### config.mk
export PLATFORM = sky130hd
export DESIGN_NAME = flkst_ram
export DESIGN_NICKNAME = d
export VERILOG_FILES = /design/src/rtl/core/flkst_ram.sv
export SDC_FILE = /design/constraint.sdc
export NUM_CORES = 2
export LEC_CHECK = 0
export BUFFER_PORTS_ARGS = -buffer_cell sky130_fd_sc_hd__buf_2
export CAP_MARGIN = 15
export CORE_ASPECT_RATIO = 1.4
export CORE_MARGIN = 1.5
export CORE_UTILIZATION = 30
export CTS_CLUSTER_DIAMETER = 50
export DETAILED_ROUTE_END_ITERATION = 8
export PLACE_DENSITY = 0.49
export SLEW_MARGIN = 20
export SYNTH_ARGS = -nofsm -noshare
export SYNTH_HDL_FRONTEND = slang
export SYNTH_SLANG_ARGS = --single-unit
### constraint.sdc
create_clock -name clock -period 3.97 [get_ports clock]
set_clock_uncertainty 0.1 [all_clocks]
set_input_delay 0.397 -clock clock [delete_from_list [all_inputs] [get_ports clock]]
set_output_delay 0.397 -clock clock [all_outputs]
set_load 0.01 [all_outputs]
### src/rtl/core/flkst_ram.sv
// ---------------------------------------------------------------------------
// flkst_ram
// Generic single-write, single-read RAM with registered read data.
// ---------------------------------------------------------------------------
`timescale 1ns / 1ps
`default_nettype none

module flkst_ram #(
   parameter int WIDTH = 32,
   parameter int DEPTH = 64
) (
   input  wire logic                     clock,
   input  wire logic                     wr_en,
   input  wire logic [$clog2(DEPTH)-1:0] wr_addr,
   input  wire logic [WIDTH-1:0]         wr_data,
   input  wire logic [$clog2(DEPTH)-1:0] rd_addr,
   output      logic [WIDTH-1:0]         rd_data
);

   logic [WIDTH-1:0] mem_ff [DEPTH];

   // Write port and registered read port
   always_ff @(posedge clock) begin
      if (wr_en) begin
         mem_ff[wr_addr] <= wr_data;
      end
      rd_data <= mem_ff[rd_addr];
   end

endmodule

`default_nettype wire

==> impl_results.md <==
* DRC Markers at 0
* Cell area after synthesis at 78500 µm²
* Die height at 608 µm
* Vias in the first global route at 38939
* Fillcell total at 23999
* Yosys Warn Count at 0
* FMAX at 0.368 GHz
* Largest net degree at the start of global routing at 65
* Sequential area share after synthesis at 79.1%
* Die W at 435 µm
* Main synth FF type: edfxtp_1
* Setup_tns at 0 ns
* Gr usage total at 17.3%
* Initial antenna violation count at 29
* Final non-filler cell total at 7307
* Routed WL at 231 mm
* Crit start category: input port
* Starting DRT DRC Count at 3704
* CTS tree: yes
* Row count at 222
* First-pass iteration count of the detailed router at 5
* MaxCap Viol Count at 0
* Hold_ws at 0.00356 ns
* Tmin final at 2.72 ns
* Syn_area_per_cell at 23.6 µm²
* Hold Path Class: input port to register
* GR Overflow Total at 0
* Area growth syn-to-layout at 16.4%
* CP max FO at 20
* Max VDD drop at 334 µV
* Post-synth EDFFs at 2048
* Count of buffers from port buffering at 77
* Arrival @ worst endpoint at 3.33 ns
* Placer's final routability congestion estimate at 0.780
* GR peak layer: met2
* Met2 Use GR at 30.6%
* Worst-Skew Late Latency at 0.86 ns
* Crit-path slowest cell: mux4_2
* Clock transition at path regs at 0.06 ns
* Crit end category: register
* Status: finished, final reports clean
* Met3 usage at 2.29%
* Register bit count reported by yosys at 2080
* CP required at 4.59 ns
* Routed Antenna Nets at 0
* Worst-margin pin slew at 1.14 ns
* Worst-case clock buffer depth at 4
* Cells after Synth at 3324
* Die ar. at 265000 µm²
* Wirelength per Cell at 31.6 µm
* Pwr Density at 499 nW/µm²
* CORE AREA at 261000 µm²
* First-pass GRT wire length at 319 mm
* Net count, final at 3709
* Slowest cell delay on critical path at 0.66 ns
* Final Hold Viols at 0
* Normalized max-slew margin at 24.0%
* Crit Path Category: input port to register
* Initial core utilization at 30.1%
* # H-tree levels at 4
* Placed cells at 6920
* Ys async rst share at 0%
* Unrepaired setup endpoints after global routing: false
* CP most frequent cell: mux4_2
* Total power at 45600 µW
* Period utilisation layout at 68.5%
* Post-CTS setup buffer count at 0
* Leak at 0.0280 µW
* Clock sink count at 2080
* Crit path cell chain: buf_8 > buf_12 > buf_4 > mux4_2 > mux4_2 > o22ai_1 > nor2_1
* Met1 usage at 21.8%
* IO Count at 78
* Syn_nets at 3370
* Setup Viol. Count Final at 0
* DPL Wire Length at 134 mm
* Synth cell types at 34
* Vias at 36893
* Share of layout cells above drive strength 1 at 31.1%
* TritonCTS buffer count at 202
* Root Buffer: clkbuf_16
* Pins Over Slew Limit at 0
* Via density at 5.05
-- metal layers --
layer / vias up / routed length [µm]
met5: - / 69
met4: 10 / 7590
met3: 278 / 11900
met2: 1058 / 120000
met1: 20574 / 91400
li1: 14973 / -
-- final cells by class --
type	count	area (µm²)	area share [%]
multi-input combinational	1062	16000	17.5
timing repair buffer	317	2660	2.91
clock buffer	261	5380	5.89
clock inverter	98	852	0.932
tap	3472	4340	4.75
antenna	17	42.5	0.0465
sequential	2080	62100	68.0
-- state kept, by name, indices dropped and copies added, names as in the netlist --
| signal | cells |
|---|---|
| mem_ff | 2048 |
| rd_data | 32 |
-- path summary, 6_finish.rpt --
kind | end | startpoint | slack, ns | cells past startpoint
min | mem_ff[52][24]$_DFFE_PP_ | wr_data[24] | 0.004 | 1
max | rd_data[1]$_DFF_P_ | rd_addr[0] | 1.25 | 7
max reg2reg | rd_data[20]$_DFF_P_ | mem_ff[38][20]$_DFFE_PP_ | 1.33 | 5
min reg2reg | rd_data[4]$_DFF_P_ | mem_ff[12][4]$_DFFE_PP_ | 0.65 | 4
-- report_power, final --
part | switching [µW] | total [µW] | internal (µW)
Clock | 8230 | 18600 | 10400
Combinational | 1620 | 2520 | 903
Sequential | 122 | 24400 | 24300
-- critical path: cells and delay by family --
family,cells,cell delay (ns)
mux,2,1.22
buf+inv,3,0.91
compound gates,1,0.60
simple gates,1,0.10
-- cell usage in the layout (no fill, tap or decap), types with 5 or more instances in the layout --
master and instances:
buf_4 202, clkinv_1 41, clkbuf_16 204, nor2_4 62, nand2_1 26, nand3_1 5
o221ai_1 27, clkinv_2 28, nand3b_1 5, clkbuf_1 51, nor2b_1 15, o22ai_1 84
a21oi_1 61, a311oi_1 8, nor3_1 5, bufinv_16 13, a22oi_1 12, dlygate4sd3_1 11
buf_12 32, diode_2 17, nor2_1 75, buf_2 68, edfxtp_1 2048, mux2i_1 93
nand2b_1 7, clkinvlp_4 7, mux4_2 544, dfxtp_1 32, clkbuf_8 6
-- synth_stat cells (all sizes together) (15+ instances only) --
cell type,count,area (µm²)
a21oi,62,310
mux4,544,12300
o22ai,84,526
buf,108,608
mux2i,93,931
nand2,26,97.6
dfxtp,32,641
edfxtp,2048,61500
clkbuf,74,278
nor2,137,514
o221ai,27,236
nor2b,15,93.8
-- timing repair --
| action | in CTS | in global routing |
|---|---|---|
| hold buffers | 10 | 1 |
| hold endpoints to repair | 224 | 5 |
| resized for setup | 0 | 0 |
-- cells by family after synthesis --
kind of cell           Yosys count  synth area share (%)
flip-flops                    2080                  79.1
multiplexers                   637                  16.8
AND/OR/NAND/NOR                223                  1.27
AO/OA/AOI/OAI                  202                  1.67
buffers and inverters          182                  1.13
-- metrics by stage --
stage | instance area (µm²) | setup WS, ns | utilization (%)
final | 91400 | 1.25 | 35.0
after global routing | 91400 | 1.14 | 35.0
after CTS | 91300 | 1.23 | 35.0
after detailed placement | 85000 | 0.332 | 32.6
after global placement | 85000 | 0.320 | 32.6
after floorplan | 78500 | 0.313 | -
Power figures use the tool's default switching activity.
