**src/rtl/core/flkst_sqrt.sv**
```systemverilog
// ---------------------------------------------------------------------------
// flkst_sqrt
// Bit-serial integer square root, one root bit per cycle, floor result.
// ---------------------------------------------------------------------------
`timescale 1ns / 1ps
`default_nettype none

module flkst_sqrt #(
   parameter int IN_W = 36
) (
   input  wire logic                clock,
   input  wire logic                reset,
   input  wire logic                start,
   input  wire logic [IN_W-1:0]     operand,
   output      logic                done,
   output      logic [IN_W/2-1:0]   root
);

   localparam int RT_W  = IN_W / 2;
   localparam int REM_W = RT_W + 2;
   localparam int CW    = $clog2(RT_W + 1);

   logic [IN_W-1:0]  rad_ff, rad_in;
   logic [REM_W-1:0] rem_ff, rem_in;
   logic [RT_W-1:0]  root_ff, root_in;
   logic [CW-1:0]    cnt_ff, cnt_in;
   logic             run_ff, run_in;
   logic             done_ff, done_in;
   logic [REM_W-1:0] rem_cat, trial;

   // One restoring step: bring down two radicand bits, try root*4+1
   always_comb begin
      rem_cat = {rem_ff[RT_W-1:0], rad_ff[IN_W-1 -: 2]};
      trial   = {root_ff, 2'b01};
      rad_in  = rad_ff;
      rem_in  = rem_ff;
      root_in = root_ff;
      cnt_in  = cnt_ff;
      run_in  = run_ff;
      done_in = 1'b0;
      if (start) begin
         rad_in  = operand;
         rem_in  = '0;
         root_in = '0;
         cnt_in  = CW'(RT_W);
         run_in  = 1'b1;
      end else if (run_ff) begin
         rad_in = rad_ff << 2;
         if (rem_cat >= trial) begin
            rem_in  = rem_cat - trial;
            root_in = {root_ff[RT_W-2:0], 1'b1};
         end else begin
            rem_in  = rem_cat;
            root_in = {root_ff[RT_W-2:0], 1'b0};
         end
         cnt_in = cnt_ff - 1'b1;
         if (cnt_ff == CW'(1)) begin
            run_in  = 1'b0;
            done_in = 1'b1;
         end
      end
   end

   always_ff @(posedge clock) begin
      if (reset) begin
         run_ff  <= 1'b0;
         done_ff <= 1'b0;
         cnt_ff  <= '0;
      end else begin
         run_ff  <= run_in;
         done_ff <= done_in;
         cnt_ff  <= cnt_in;
      end
      rad_ff  <= rad_in;
      rem_ff  <= rem_in;
      root_ff <= root_in;
   end

   assign done = done_ff;
   assign root = root_ff;

endmodule

`default_nettype wire

```
**config.mk**
```make
export PLATFORM = sky130hd
export DESIGN_NAME = flkst_sqrt
export DESIGN_NICKNAME = d
export VERILOG_FILES = /design/src/rtl/core/flkst_sqrt.sv
export SDC_FILE = /design/constraint.sdc
export NUM_CORES = 1
export LEC_CHECK = 0
export BUFFER_PORTS_ARGS = -buffer_cell sky130_fd_sc_hd__clkbuf_2
export CAP_MARGIN = 20
export CORE_UTILIZATION = 62
export CTS_CLUSTER_SIZE = 24
export DETAILED_ROUTE_END_ITERATION = 10
export PLACE_DENSITY = 0.82
export SLEW_MARGIN = 15
export SYNTH_ARGS = -nofsm -noshare
export SYNTH_HDL_FRONTEND = slang
export SYNTH_SLANG_ARGS = --single-unit
export TNS_END_PERCENT = 100
```
**constraint.sdc**
```tcl
create_clock -name clock -period 3.7 [get_ports clock]
set_input_delay 0.37 -clock clock [delete_from_list [all_inputs] [get_ports clock]]
set_output_delay 0.37 -clock clock [all_outputs]
set_load 0.1 [all_outputs]
```
==> results.json <==
{
  "outcome": "complete, no violations",
  "fin_crit_sh_pct": 78.80,
  "nFillCells": 439,
  "drv_slew": 0,
  "ios": 58,
  "gp_congestion": 0.8902,
  "sequentialPowerShare_pct": 29.9,
  "finalHoldViolCount": 0,
  "yosys.area.top_type": "edfxtp_1",
  "drv_cap": 0,
  "syn_avg_cell_area_um2": 10.54,
  "endpoint_kind": "flip-flop",
  "antenna_found_initial": 0,
  "crit_start": "root[5]",
  "fin_tns_setup_ns": 0,
  "finClkSkew_ns": 0.007726,
  "post-route-min-period_ns": 2.915,
  "cts_tree": "built",
  "p_leak_uw": 0.001964,
  "p_clk_share_pct": 18.4,
  "cts_setup_buffers": 0,
  "p_int_uw": 2258,
  "dpl.hpwl_um": 5754,
  "p_total_uw": 3760,
  "required_ns": 3.93,
  "first_global_vias": 3046,
  "worst-endpoint-arrival_ns": 3.14,
  "cts.path.max_buffers": 2,
  "yosysMostFrequentCell": "nor2_1",
  "setup_viol": 0,
  "track_usage_pct": 25.70,
  "synth-seq-cells": 79,
  "path_clk_slew_ns": 0.08,
  "dieHeight_um": 84.66,
  "wl_per_cell_um": 15.84,
  "wl_um": 8539,
  "yosysWarnings": 0,
  "critical_path.max_fanout": 16,
  "grt_pass1_wl_um": 14320,
  "grt.overflow.total": 0,
  "fin_nets": 518,
  "coreArea_mm2": 0.006459,
  "slew_headroom_pct": 46.44,
  "post_drt_via_cell_ratio": 5.861,
  "ys_async_sr_fraction_pct": 0,
  "synth_top_cells_by_area": "edfxtp_1, dfxtp_1, mux2_2",
  "syn_nets": 463,
  "holdCritPathClass": "primary input to flip-flop",
  "power_switching_uw": 1502,
  "synthDominantCellAreaShare_pct": 25.52,
  "vias": 3159,
  "drtIter0Drc": 175,
  "ant_nets": 0,
  "diodes": 0,
  "rsz0062_at_grt": "no",
  "hp-start": "reset",
  "yosys_most_used_dff": "dfxtp_1",
  "ys_types": 56,
  "fmax_mhz": 343.0,
  "layout-drive-gt1-share_pct": 27.06,
  "die_w_um": 84.66,
  "synth_area_mm2": 0.004237,
  "drt_pass1_iterations": 7,
  "tightestPinTransition_ns": 0.8005,
  "rows": 29,
  "postCtsResizedCells": 0,
  "clock_sinks": 79,
  "drc_errors": 0,
  "synth_edf_count": 36,
  "area_growth_pct": 12.85,
  "die_area_mm2": 0.007167,
  "synthCells": 402,
  "root_buffer": "clkbuf_8",
  "initial_utilization_pct": 65.59,
  "vdd_drop_max_mv": 0.5067,
  "cts.hold.buffers_added": 0,
  "grt_max_degree": 39,
  "ys_seq_area_share_pct": 45.84,
  "crit_path_start_kind": "flip-flop",
  "clk_latency_ns": 0.35,
  "comb_power_share_pct": 51.7,
  "h-tree-depth": 3,
  "power_density_mw_per_mm2": 786.5,
  "portBuffers": 57,
  "r2r_start": "root[5]",
  "path_class": "flip-flop to flip-flop",
  "netlist_top_cells_count": "nor2_1, dfxtp_1, edfxtp_1",
  "cts_made_buffers": 9,
  "netSwitchingFraction_pct": 39.95
}
==> power groups by stage <==
| stage | Sequential (uW) | Clock, uW | Combinational [uW] |
|---|---|---|---|
| floorplan | 1150 | 0 | 1640 |
| CTS | 1120 | 703 | 1910 |
| global placement | 1140 | 0 | 1820 |
| detailed placement | 1140 | 0 | 1870 |
| finish | 1130 | 692 | 1940 |
| global route | 1140 | 736 | 2110 |
==> worst max-delay path, cell delays in order, from the launching register on <==
cell and delay [ns]:
dfxtp_1 0.39, inv_1 0.06, ha_1 0.38, a211oi_2 0.25
nand2_1 0.11, o2111ai_2 0.23, nand3_2 0.16, a21oi_4 0.57
buf_4 0.29, mux2i_1 0.26, o21ai_1 0.08
==> cell families after synthesis <==
kind of cell / after synthesis / share of synthesized area (%)
simple gates: 100 / 11.16
flops: 79 / 45.84
compound gates: 72 / 12.23
mux: 63 / 15.92
buf+inv: 49 / 4.843
fa+ha+maj: 22 / 6.497
xor+xnor: 17 / 3.514
==> registers in the layout, summed over array words and instances, names as in the netlist <==
name,count
root,18
run_ff,1
done,1
rem_ff,18
rad_ff,36
cnt_ff,5
==> worst paths after layout <==
path                                   end  slack, ns  cells past startpoint
worst min-delay path                run_ff       0.29                      2
worst max-delay path            rem_ff[15]       0.78                     10
worst max register to register  rem_ff[15]       0.78                     10
worst min register to register  rem_ff[15]       0.48                      2
==> per-layer routing <==
layer	track usage [%]	part of all wire (%)	up-vias
met1	31.93	44	1514
met5	0	0	-
met4	8.937	1.3	0
li1	-	-	1549
met2	44.72	51	83
met3	5.113	4.2	13
==> cell type report <==
cell class / count / area (um^2) / area share [%]
Clock buffer: 10 / 127.6 / 2.669
Clock inverter: 6 / 85.08 / 1.780
Inverter: 31 / 116.4 / 2.434
Multi-Input combinational cell: 274 / 2090 / 43.71
Sequential cell: 79 / 1943 / 40.64
Tap cell: 77 / 96.34 / 2.015
Timing Repair Buffer: 62 / 322.8 / 6.752
==> cells in the final DEF (no fill, tap or decap), types with 2 or more instances in the layout <==
cell	count
nand2_1	20
xnor2_1	11
a21o_1	4
nor2_1	44
ha_1	22
o21a_1	4
buf_4	5
clkbuf_2	57
o21ai_0	9
inv_1	31
clkbuf_8	9
a22oi_1	4
nor3_1	6
nand3_1	5
a211oi_1	9
dfxtp_1	42
edfxtp_1	36
nand4_1	4
nor4b_1	2
a211o_1	3
o311ai_0	3
a21oi_1	14
or2_2	3
mux2_2	35
nand2b_1	3
o211ai_1	2
xor2_1	6
bufinv_16	2
o21ai_1	5
mux2i_1	28
o31ai_1	2
and2_1	3
==> per-stage QoR <==
step                utilization, %  cells  hold slack [ns]  setup slack (ns)  instance area, um^2
floorplan                        -    402           0.4419            0.7481                 4237
global placement             70.73    523           0.4618             1.028                 4568
detailed placement           70.73    523           0.4782            0.9395                 4568
CTS                          74.02    539           0.2776            0.8524                 4781
global route                 74.02    539           0.2785            0.6275                 4781
finish                       74.02    539           0.2894            0.7845                 4781
Note: power is estimated with default switching activity, not from simulation.
