`src/rtl/core/flkst_div.sv`:
```
// ---------------------------------------------------------------------------
// flkst_div
// Restoring unsigned divider, one quotient bit per cycle.
// ---------------------------------------------------------------------------
`timescale 1ns / 1ps
`default_nettype none

module flkst_div #(
   parameter int NUM_W = 36,
   parameter int DEN_W = 11
) (
   input  wire logic             clock,
   input  wire logic             reset,
   input  wire logic             start,
   input  wire logic [NUM_W-1:0] numer,
   input  wire logic [DEN_W-1:0] denom,
   output      logic             done,
   output      logic [NUM_W-1:0] quotient
);

   localparam int CW = $clog2(NUM_W + 1);

   logic [NUM_W-1:0] quo_ff, quo_in;
   logic [DEN_W-1:0] den_ff, den_in;
   logic [DEN_W-1:0] rem_ff, rem_in;
   logic [CW-1:0]    cnt_ff, cnt_in;
   logic             run_ff, run_in;
   logic             done_ff, done_in;
   logic [DEN_W:0]   rem_cat;

   // Shift in one numerator bit, subtract the divisor when it fits
   always_comb begin
      rem_cat = {rem_ff, quo_ff[NUM_W-1]};
      quo_in  = quo_ff;
      den_in  = den_ff;
      rem_in  = rem_ff;
      cnt_in  = cnt_ff;
      run_in  = run_ff;
      done_in = 1'b0;
      if (start) begin
         quo_in = numer;
         den_in = denom;
         rem_in = '0;
         cnt_in = CW'(NUM_W);
         run_in = 1'b1;
      end else if (run_ff) begin
         if (rem_cat >= {1'b0, den_ff}) begin
            rem_in = DEN_W'(rem_cat - {1'b0, den_ff});
            quo_in = {quo_ff[NUM_W-2:0], 1'b1};
         end else begin
            rem_in = rem_cat[DEN_W-1:0];
            quo_in = {quo_ff[NUM_W-2:0], 1'b0};
         end
         cnt_in = cnt_ff - 1'b1;
         if (cnt_ff == CW'(1)) begin
            run_in  = 1'b0;
            done_in = 1'b1;
         end
      end
   end

   always_ff @(posedge clock) begin
      if (reset) begin
         run_ff  <= 1'b0;
         done_ff <= 1'b0;
         cnt_ff  <= '0;
      end else begin
         run_ff  <= run_in;
         done_ff <= done_in;
         cnt_ff  <= cnt_in;
      end
      quo_ff <= quo_in;
      den_ff <= den_in;
      rem_ff <= rem_in;
   end

   assign done     = done_ff;
   assign quotient = quo_ff;

endmodule

`default_nettype wire

```
`config.mk`:
```
export PLATFORM = sky130hd
export DESIGN_NAME = flkst_div
export DESIGN_NICKNAME = d
export VERILOG_FILES = /design/src/rtl/core/flkst_div.sv
export SDC_FILE = /design/constraint.sdc
export NUM_CORES = 1
export LEC_CHECK = 0
export BUFFER_PORTS_ARGS = -buffer_cell sky130_fd_sc_hd__buf_4
export CAP_MARGIN = 20
export CORE_ASPECT_RATIO = 1.25
export CORE_MARGIN = 2
export CORE_UTILIZATION = 48
export CTS_CLUSTER_SIZE = 16
export DETAILED_ROUTE_END_ITERATION = 10
export PLACE_DENSITY_LB_ADDON = 0.12
export SYNTH_ARGS = -nofsm -noshare
export SYNTH_HDL_FRONTEND = slang
export SYNTH_SLANG_ARGS = --single-unit
```
`constraint.sdc`:
```
create_clock -name clock -period 2.05 [get_ports clock]
set_clock_uncertainty 0.1 [all_clocks]
set_input_delay 0.3075 -clock clock [delete_from_list [all_inputs] [get_ports clock]]
set_output_delay 0.3075 -clock clock [all_outputs]
set_load 0.02 [all_outputs]
```
==> flow_metrics.tcl, run 1 <==
set metrics [dict create \
    numCtsBuffers 9 \
    io_buffers 86 \
    setup_viol_count_final 12 \
    yosys_warnings 0 \
    synth_edf_count 47 \
    clk_latency_ns 0.34 \
    remaining_drc_errors 0 \
    cp_top_family "compound AO/OA/AOI/OAI gates" \
    grt_max_degree 37 \
    cp.depth 10 \
    totalPowerFinal_mw 3.953 \
    register_area_um2 1792 \
    drt_iter0_drc 75 \
    design_area_um2 4679 \
    leakage_nw 1.957 \
    core_um2 6606 \
    period_minus_slack_ns 2.326 \
    startpoint "quotient[35]" \
    worstMarginPinSlew_ns 0.8459 \
    yosys.area_share.simple_pct 10.53 \
    cts_tree "done" \
    wl_per_cell_um 15.14 \
    clk_pin_slew_ns 0.08 \
    crit_slowest_cell "edfxtp_1" \
    crit_fanout 7 \
    row_count 33 \
    num_antenna_cells 0 \
    drtAntennaViolNets 0 \
    dp_hpwl_um 5153 \
    reg2reg_depth 10 \
    placed_area_um2 4287 \
    synthAdderAreaFrac_pct 5.551 \
    hold_viol 0 \
    violations "negative setup slack" \
    syn_to_final_growth_pct 42.21 \
    first_pass_iters 4 \
    async_flop_share_pct 0 \
    die_w_um 78.06 \
    avgSynthCellArea_um2 12.56 \
    critPathBufInv 2 \
    syn_area_um2 3291 \
    synthTopCellsByArea "edfxtp_1, mux2_2, dfxtp_1" \
    ir_drop_mv 0.4885 \
    p_per_area_nw_per_um2 844.8 \
    clock_sinks 66 \
    synthDistinctLibCells 47 \
    reg2reg_from "quotient[35]" \
    rsz0062_at_grt "true" \
    hold_class "in2reg" \
    ios 87 \
    fmax_mhz 430.0 \
    reg2reg_to "rem_ff[1]" \
    vias 2516 \
    grt_pass1_vias 2550 \
    reg2reg_slack_ns -0.28 \
    wirelength_um 7342 \
    synthFlopType "edfxtp_1" \
    place.gp.congestion 0.8782 \
    dieArea_um2 7538 \
    synth-seq-cells 66 \
    cts-root-buf "clkbuf_8" \
    yosys.area.top_type "edfxtp_1" \
    cts.htree.levels 3 \
    timing.final.ws_setup_ns -0.2757 \
    start_kind "flip-flop" \
    grt_remaining_overflow 0 \
    relSlewSlack_pct 43.60 \
    cts-hold-fix-buffers 0 \
    viasPerCell 5.188 \
    antenna_found_initial 0 \
    multiInputGateArea_um2 1500 \
    post-route-period-util_pct 113.4 \
    grt_pass1_wl_um 11780 \
    final_nets 457 \
    yosysSeqAreaShare_pct 54.45 \
    critPathKind "reg2reg" \
    worstPathArrival_ns 2.44 \
    synth_compound_area_share_pct 8.783 \
    track_usage_pct 20.20 \
    status "finished with violations" \
    synth_xor_area_share_pct 2.662 \
    netlist_instances 262 \
    crit_chain "inv_2, ha_4, fa_2, nor2b_2, o31a_1, o21ai_2, o21ai_4, buf_6, nor4bb_4, or3_1" \
    critPathMaxStageDelay_ns 0.41 \
    fillCellCount 492 \
    start_util_pct 49.81 \
    crit_path_end_kind "flip-flop" \
    synthMuxAreaShare_pct 14.60 \
    max-cap-violations 0 \
    required_ns 2.16 \
    die_h_um 96.57 \
    endpoint "rem_ff[1]" \
    yosys.area.top_type_share_pct 42.89 \
    setup_tns_ns -2.834 \
    layout-drive-gt1-share_pct 51.76 \
    drv_slew 0 \
    cts_buffer_depth 2 \
    synth_top_family_by_area "multiplexers" \
    syn-num-nets 326 \
]
sequential cells by signal, summed over array words and instances (netlist names):
| signal | cells |
|---|---|
| cnt_ff | 6 |
| den_ff | 11 |
| done | 1 |
| quotient | 36 |
| rem_ff | 11 |
| run_ff | 1 |
where the power goes:
part	total (mW)	internal, mW	switching (mW)
Clock	1.20	0.683	0.520
Sequential	1.65	1.58	0.0715
Combinational	1.10	0.581	0.517
logic make-up (layout without fill, tap and decap cells):
family          count (synthesis)  count (layout)
simple gates                   61              61
xor+xnor                       10              10
buf+inv                        28             164
compound gates                 40              40
fa+ha+maj                      14              14
mux                            43              43
flops                          66              66
layout by cell type (no fill, tap or decap), drive strengths merged, types with 2 or more instances in the layout:
master	count
nand3b	2
o21a	2
a311oi	2
buf	131
nor4bb	2
nand3	4
mux2i	6
nor2	22
clkinv	3
or3	2
bufinv	2
clkbuf	9
nor3	6
edfxtp	47
clkinvlp	2
inv	17
a211oi	8
nand4	2
dfxtp	19
nand2b	4
o211ai	2
nor2b	2
nor4b	3
xnor2	10
o31a	2
nand2	7
mux2	37
a21oi	5
a2111oi	2
o21ai	11
o22ai	2
ha	13
repair_timing:
| action | in CTS | in global routing |
|---|---|---|
| endpoints found under the setup margin | 12 | 12 |
| cloned | 0 | 0 |
| pin swaps | 5 | 6 |
| resized for setup | 18 | 5 |
| setup buffers | 4 | 3 |
how the worst min path moves through the flow:
| stage | start | endpoint | slack, ns | cells past startpoint |
|---|---|---|---|---|
| 2_1_floorplan | denom[0] | den_ff[0] | 0.31 | 0 |
| 3_3_place_gp | denom[7] | den_ff[7] | 0.39 | 1 |
| 3_5_place_dp | denom[1] | den_ff[1] | 0.39 | 1 |
| 4_1_cts | denom[10] | den_ff[10] | 0.03 | 1 |
| 5_1_grt | denom[6] | den_ff[6] | 0.03 | 1 |
| 6_report | denom[6] | den_ff[6] | 0.04 | 1 |
metal layers:
metal  GRT usage (%)  share of wire (%)  vias up
met5               0                  0        -
met4           8.480                1.9        0
met3           5.112                4.7       12
met2           35.56                 53       66
met1           23.63                 40     1203
li1                -                  -     1235
cell type report:
cell class | instances | area share, %
Clock buffer | 9 | 2.647
Timing Repair Buffer | 131 | 21.34
Tap cell | 87 | 2.326
Clock inverter | 7 | 1.979
Sequential cell | 66 | 38.29
Inverter | 17 | 1.364
Multi-Input combinational cell | 168 | 32.06
stage by stage:
step / worst slack (ns) / hold WS (ns) / instances / util (%)
after floorplan: -0.4014 / 0.3064 / 262 / -
after global placement: -0.4135 / 0.3853 / 462 / 64.89
after detailed placement: -0.4266 / 0.3873 / 462 / 64.89
after CTS: -0.2851 / 0.02535 / 482 / 70.06
after global routing: -0.4203 / 0.02542 / 485 / 70.83
final: -0.2757 / 0.04134 / 485 / 70.83
Yosys cell counts (all sizes together) (2+ instances only):
cell and count:
edfxtp 47, mux2 37, nor2 22, dfxtp 19, inv 16, ha 13
o21ai 11, xnor2 10, a211oi 8, buf 7, nand2 7, mux2i 6
nor3 6, a21oi 5, clkbuf 4, nand2b 4, nand3 4, nor4b 3
a2111oi 2, a311oi 2, nand3b 2, nand4 2, nor2b 2, nor4bb 2
o211ai 2, o21a 2, o22ai 2, o31a 2, or3 2
Note: power is estimated with default switching activity, not from simulation.
==> run 2, diff against run 1 <==
- CORE_UTILIZATION: 48 -> 30
- clock period: 2.05 -> 2.5 ns (I/O delays scaled with it)
==> flow_metrics.tcl, run 2 (synthesis gave the netlist of run 1 again) <==
set metrics [dict create \
    timing.final.ws_setup_ns 0.1286 \
    clk_pin_slew_ns 0.06 \
    max-cap-violations 0 \
    drv_slew 0 \
    worstPathArrival_ns 2.53 \
    reg2reg_from "den_ff[0]" \
    vias 2373 \
    first_pass_iters 4 \
    post-place-ws_ns 0.02717 \
    viasPerCell 4.718 \
    setup_viol_count_final 0 \
    hold_start "denom[7]" \
    required_ns 2.66 \
    cts_tree "done" \
    grt_pass1_wl_um 12140 \
    antenna_found_initial 0 \
    layout_common_cells "buf_4, edfxtp_1, mux2_2, nor2_1, dfxtp_1" \
    cts_buffer_depth 2 \
    post-route-period-util_pct 94.85 \
    die_w_um 97.68 \
    switchingPower_mw 0.9147 \
    leakage_nw 1.845 \
    final_nets 430 \
    start_kind "flip-flop" \
    track_usage_pct 13.00 \
    dieArea_um2 11830 \
    clkPwrFrac_pct 36.8 \
    pwr-share-seq_pct 40.3 \
    relSlewSlack_pct 71.54 \
    p_sw_share_pct 27.10 \
    fmax_mhz 421.7 \
    period_minus_slack_ns 2.371 \
    critPathKind "reg2reg" \
    start_util_pct 31.00 \
    syn_to_final_growth_pct 37.91 \
    grt_max_degree 34 \
    hold_path_depth 1 \
    io_buffers 86 \
    drtAntennaViolNets 0 \
    p_comb_share_pct 23.0 \
    layout-drive-gt1-share_pct 46.36 \
    die_h_um 121.1 \
    reg2reg_slack_ns 0.13 \
    status "finished, final reports clean" \
    crit_path_end_kind "flip-flop" \
    num_antenna_cells 0 \
    clock_sinks 66 \
    wirelength_um 7304 \
    hold_class "in2reg" \
    largest_reg_flops 36 \
    cts.htree.levels 3 \
    numCtsBuffers 9 \
    crit_fanout 4 \
    cts-root-buf "clkbuf_16" \
    row_count 42 \
    place.gp.congestion 0.7894 \
    layout_commonest_cell "buf_4" \
    hold_viol 0 \
    reg2reg_to "rem_ff[0]" \
    fillCellCount 1042 \
    reg2reg_depth 9 \
    grt_remaining_overflow 0 \
    core_um2 10620 \
    ir_drop_mv 0.3484 \
    dp_hpwl_um 5169 \
    clk_latency_ns 0.33 \
    worstMarginPinSlew_ns 0.4268 \
    placed_cells 484 \
    power.internal_mw 2.460 \
    final_cells 503 \
    drt_iter0_drc 89 \
    hold_ws_ns 0.1193 \
    grt_pass1_vias 2614 \
    ios 87 \
    cts-hold-fix-buffers 0 \
    min_to "den_ff[7]" \
    p_per_area_nw_per_um2 743.6 \
    wl_per_cell_um 14.52 \
    remaining_drc_errors 0 \
]
## run 2: changes by cell type in the layout (fill, tap and decap cells not counted), sizes merged
cell | before | now
bufinv | 2 | 1
buf | 131 | 104
clkinv | 3 | 4
## run 2: timing repair
action                                  in CTS  in global routing
resized for setup                            0                 10
setup buffers                                0                  3
endpoints found under the setup margin       0                 12
## run 2: through the flow
step / area [µm²] / total power, mW / TNS [ns] / utilization (%)
floorplan: 3291 / 1.839 / 0 / -
global placement: 4178 / 2.128 / 0 / 39.36
detailed placement: 4178 / 2.129 / 0 / 39.36
CTS: 4472 / 3.397 / 0 / 42.13
global route: 4538 / 3.544 / -0.02011 / 42.75
finish: 4538 / 3.375 / 0 / 42.75
## run 2: power groups by stage
stage,sequential (mW),combinational (mW),clock [mW]
final,1.36,0.775,1.24
after global routing,1.37,0.849,1.32
after CTS,1.36,0.754,1.28
after detailed placement,1.38,0.751,0
after global placement,1.38,0.750,0
after floorplan,1.45,0.392,0
## run 2: worst max path at each step
| stage | from | to | slack [ns] |
|---|---|---|---|
| 6_report | den_ff[0] | rem_ff[0] | 0.13 |
| 5_1_grt | den_ff[1] | rem_ff[1] | -0.01 |
| 3_5_place_dp | quotient[35] | rem_ff[0] | 0.03 |
| 2_1_floorplan | quotient[35] | rem_ff[0] | 0.04 |
| 4_1_cts | quotient[35] | rem_ff[0] | 0.002 |
| 3_3_place_gp | quotient[35] | rem_ff[0] | 0.10 |
## run 2: cell type report
| cell class | count | area [µm²] | area share (%) |
|---|---|---|---|
| Clock buffer | 9 | 225.2 | 4.963 |
| Timing Repair Buffer | 104 | 800.8 | 17.65 |
| Inverter | 17 | 63.81 | 1.406 |
| Tap cell | 132 | 165.2 | 3.639 |
| Multi-Input combinational cell | 168 | 1423 | 31.35 |
| Sequential cell | 66 | 1792 | 39.48 |
| Clock inverter | 7 | 68.82 | 1.516 |
## run 2: routing by layer
metal,track usage (%),up-vias,part of all wire [%]
met2,21.64,57,50
met5,0,-,0
met4,5.208,0,1.8
li1,-,1191,-
met3,4.724,9,5.8
met1,15.26,1116,42
## run 2: critical path, stage by stage, from the launching register on
cell and delay [ns]:
edfxtp_1 0.42, ha_4 0.20, fa_2 0.38, nor2b_2 0.15
o31a_1 0.19, o21ai_2 0.08, o21ai_2 0.19, buf_6 0.14
mux2_4 0.30, a211oi_2 0.16
==> run 3, diff against run 2 <==
- BUFFER_PORTS_ARGS: -buffer_cell sky130_fd_sc_hd__buf_4 -> unset
- CTS_BUF_LIST: unset -> sky130_fd_sc_hd__clkbuf_2 sky130_fd_sc_hd__clkbuf_4 sky130_fd_sc_hd__clkbuf_8
- DONT_BUFFER_PORTS: unset -> 1
==> flow_metrics.tcl, run 3 (synthesis gave the netlist of run 1 again) <==
set metrics [dict create \
    pwr-share-seq_pct 46.3 \
    clk_pin_slew_ns 0.08 \
    leakage_nw 1.448 \
    register_area_um2 1792 \
    first_pass_iters 4 \
    relSlewSlack_pct 45.11 \
    grt_pass1_wl_um 11220 \
    max-cap-violations 0 \
    hold_viol 0 \
    worstPathArrival_ns 2.55 \
    drtAntennaViolNets 0 \
    setup_viol_count_final 0 \
    final_nets 356 \
    ir_drop_mv 0.3190 \
    wirelength_um 6848 \
    post-route-period-util_pct 95.02 \
    crit_fanout 6 \
    multiInputGateArea_um2 1416 \
    vias 2089 \
    dieArea_um2 11830 \
    viasPerCell 4.869 \
    fmax_mhz 421.0 \
    place.gp.congestion 0.7603 \
    required_ns 2.67 \
    layout_commonest_cell "edfxtp_1" \
    min_to "den_ff[8]" \
    hold_path_depth 0 \
    hold_class "in2reg" \
    reg2reg_to "rem_ff[0]" \
    startpoint "den_ff[0]" \
    layout_common_cells "edfxtp_1, mux2_2, nor2_1, dfxtp_1, buf_4" \
    p_sw_share_pct 27.58 \
    core_um2 10620 \
    wl_per_cell_um 15.96 \
    cts_tree "done" \
    cts.htree.levels 3 \
    io_buffers 0 \
    switchingPower_mw 0.8597 \
    syn_to_final_growth_pct 19.89 \
    die_h_um 121.1 \
    worstMarginPinSlew_ns 0.8234 \
    antenna_found_initial 0 \
    grt_pass1_vias 2241 \
    start_kind "flip-flop" \
    die_w_um 97.68 \
    critPathKind "reg2reg" \
    num_antenna_cells 0 \
    largest_reg_flops 36 \
    dp_hpwl_um 4630 \
    period_minus_slack_ns 2.375 \
    grt_max_degree 57 \
    crit_path_end_kind "flip-flop" \
    drv_slew 0 \
    track_usage_pct 12.09 \
    totalPowerFinal_mw 3.117 \
    final_util_pct 37.16 \
    power.internal_mw 2.257 \
    status "finished, final reports clean" \
    start_util_pct 31.00 \
    fillCellCount 1065 \
    p_comb_share_pct 17.5 \
    ios 87 \
    layout-drive-gt1-share_pct 28.62 \
    numCtsBuffers 9 \
    p_per_area_nw_per_um2 790.1 \
    reg2reg_from "den_ff[0]" \
    clock_sinks 66 \
    drt_iter0_drc 64 \
    hold_start "denom[8]" \
    clk_latency_ns 0.35 \
    cts_buffer_depth 2 \
    row_count 42 \
    reg2reg_depth 9 \
    remaining_drc_errors 0 \
    grt_remaining_overflow 0 \
    clkPwrFrac_pct 36.2 \
    reg2reg_slack_ns 0.12 \
    cts-root-buf "clkbuf_8" \
]
-- run 3: timing repair --
action,CTS,global route
endpoints found under the hold margin,27,1
pin swaps,1,5
setup endpoints to repair,1,10
hold buffers,11,1
buffers inserted,0,2
resized for setup,2,5
-- run 3: how the worst max path moves through the flow --
stage | to | slack (ns) | depth (start not counted)
floorplan | rem_ff[0] | 0.04 | 9
CTS | rem_ff[0] | 0.05 | 10
global route | rem_ff[0] | -0.002 | 9
finish | rem_ff[0] | 0.12 | 9
global placement | rem_ff[0] | 0.09 | 10
detailed placement | rem_ff[0] | 0.04 | 10
-- run 3: metal layers --
layer / track usage (%) / routed length, µm
met3: 4.147 / 438
met2: 19.87 / 3296
met5: 0 / 0
met1: 14.08 / 2956
met4: 5.990 / 157
-- run 3: worst max-delay path, stage by stage, from the launching register on --
cell      delay (ns)
edfxtp_1        0.42
ha_4            0.19
fa_2            0.37
nor2b_2         0.13
o31a_1          0.18
o21ai_2         0.08
o21ai_2         0.18
buf_6           0.15
mux2_4          0.30
a211oi_2        0.20
-- run 3: final cells by class --
cell class                      instances  area share (%)
Sequential cell                        66           45.42
Multi-Input combinational cell        168           35.90
Timing Repair Buffer                   30           6.565
Tap cell                              132           4.186
Clock inverter                          7           3.172
Clock buffer                            9           3.140
Inverter                               17           1.618
-- run 3: through the flow --
step / instance area, µm² / cells / setup slack (ns) / hold slack (ns) / setup TNS (ns)
final: 3945 / 429 / 0.1246 / 0.02478 / 0
after global routing: 3945 / 429 / -0.001978 / 0.002777 / -0.001978
after CTS: 3892 / 426 / 0.04782 / 0.0006841 / 0
after detailed placement: 3527 / 399 / 0.03570 / 0.3505 / 0
after global placement: 3527 / 399 / 0.08554 / 0.3496 / 0
after floorplan: 3291 / 262 / 0.04375 / 0.3686 / 0
-- run 3: power groups by stage --
stage	logic [mW]	clock network [mW]	registers, mW
3_3_place_gp	0.508	0	1.47
3_5_place_dp	0.510	0	1.47
6_report	0.545	1.13	1.44
2_1_floorplan	0.392	0	1.45
4_1_cts	0.536	1.17	1.45
5_1_grt	0.611	1.21	1.46
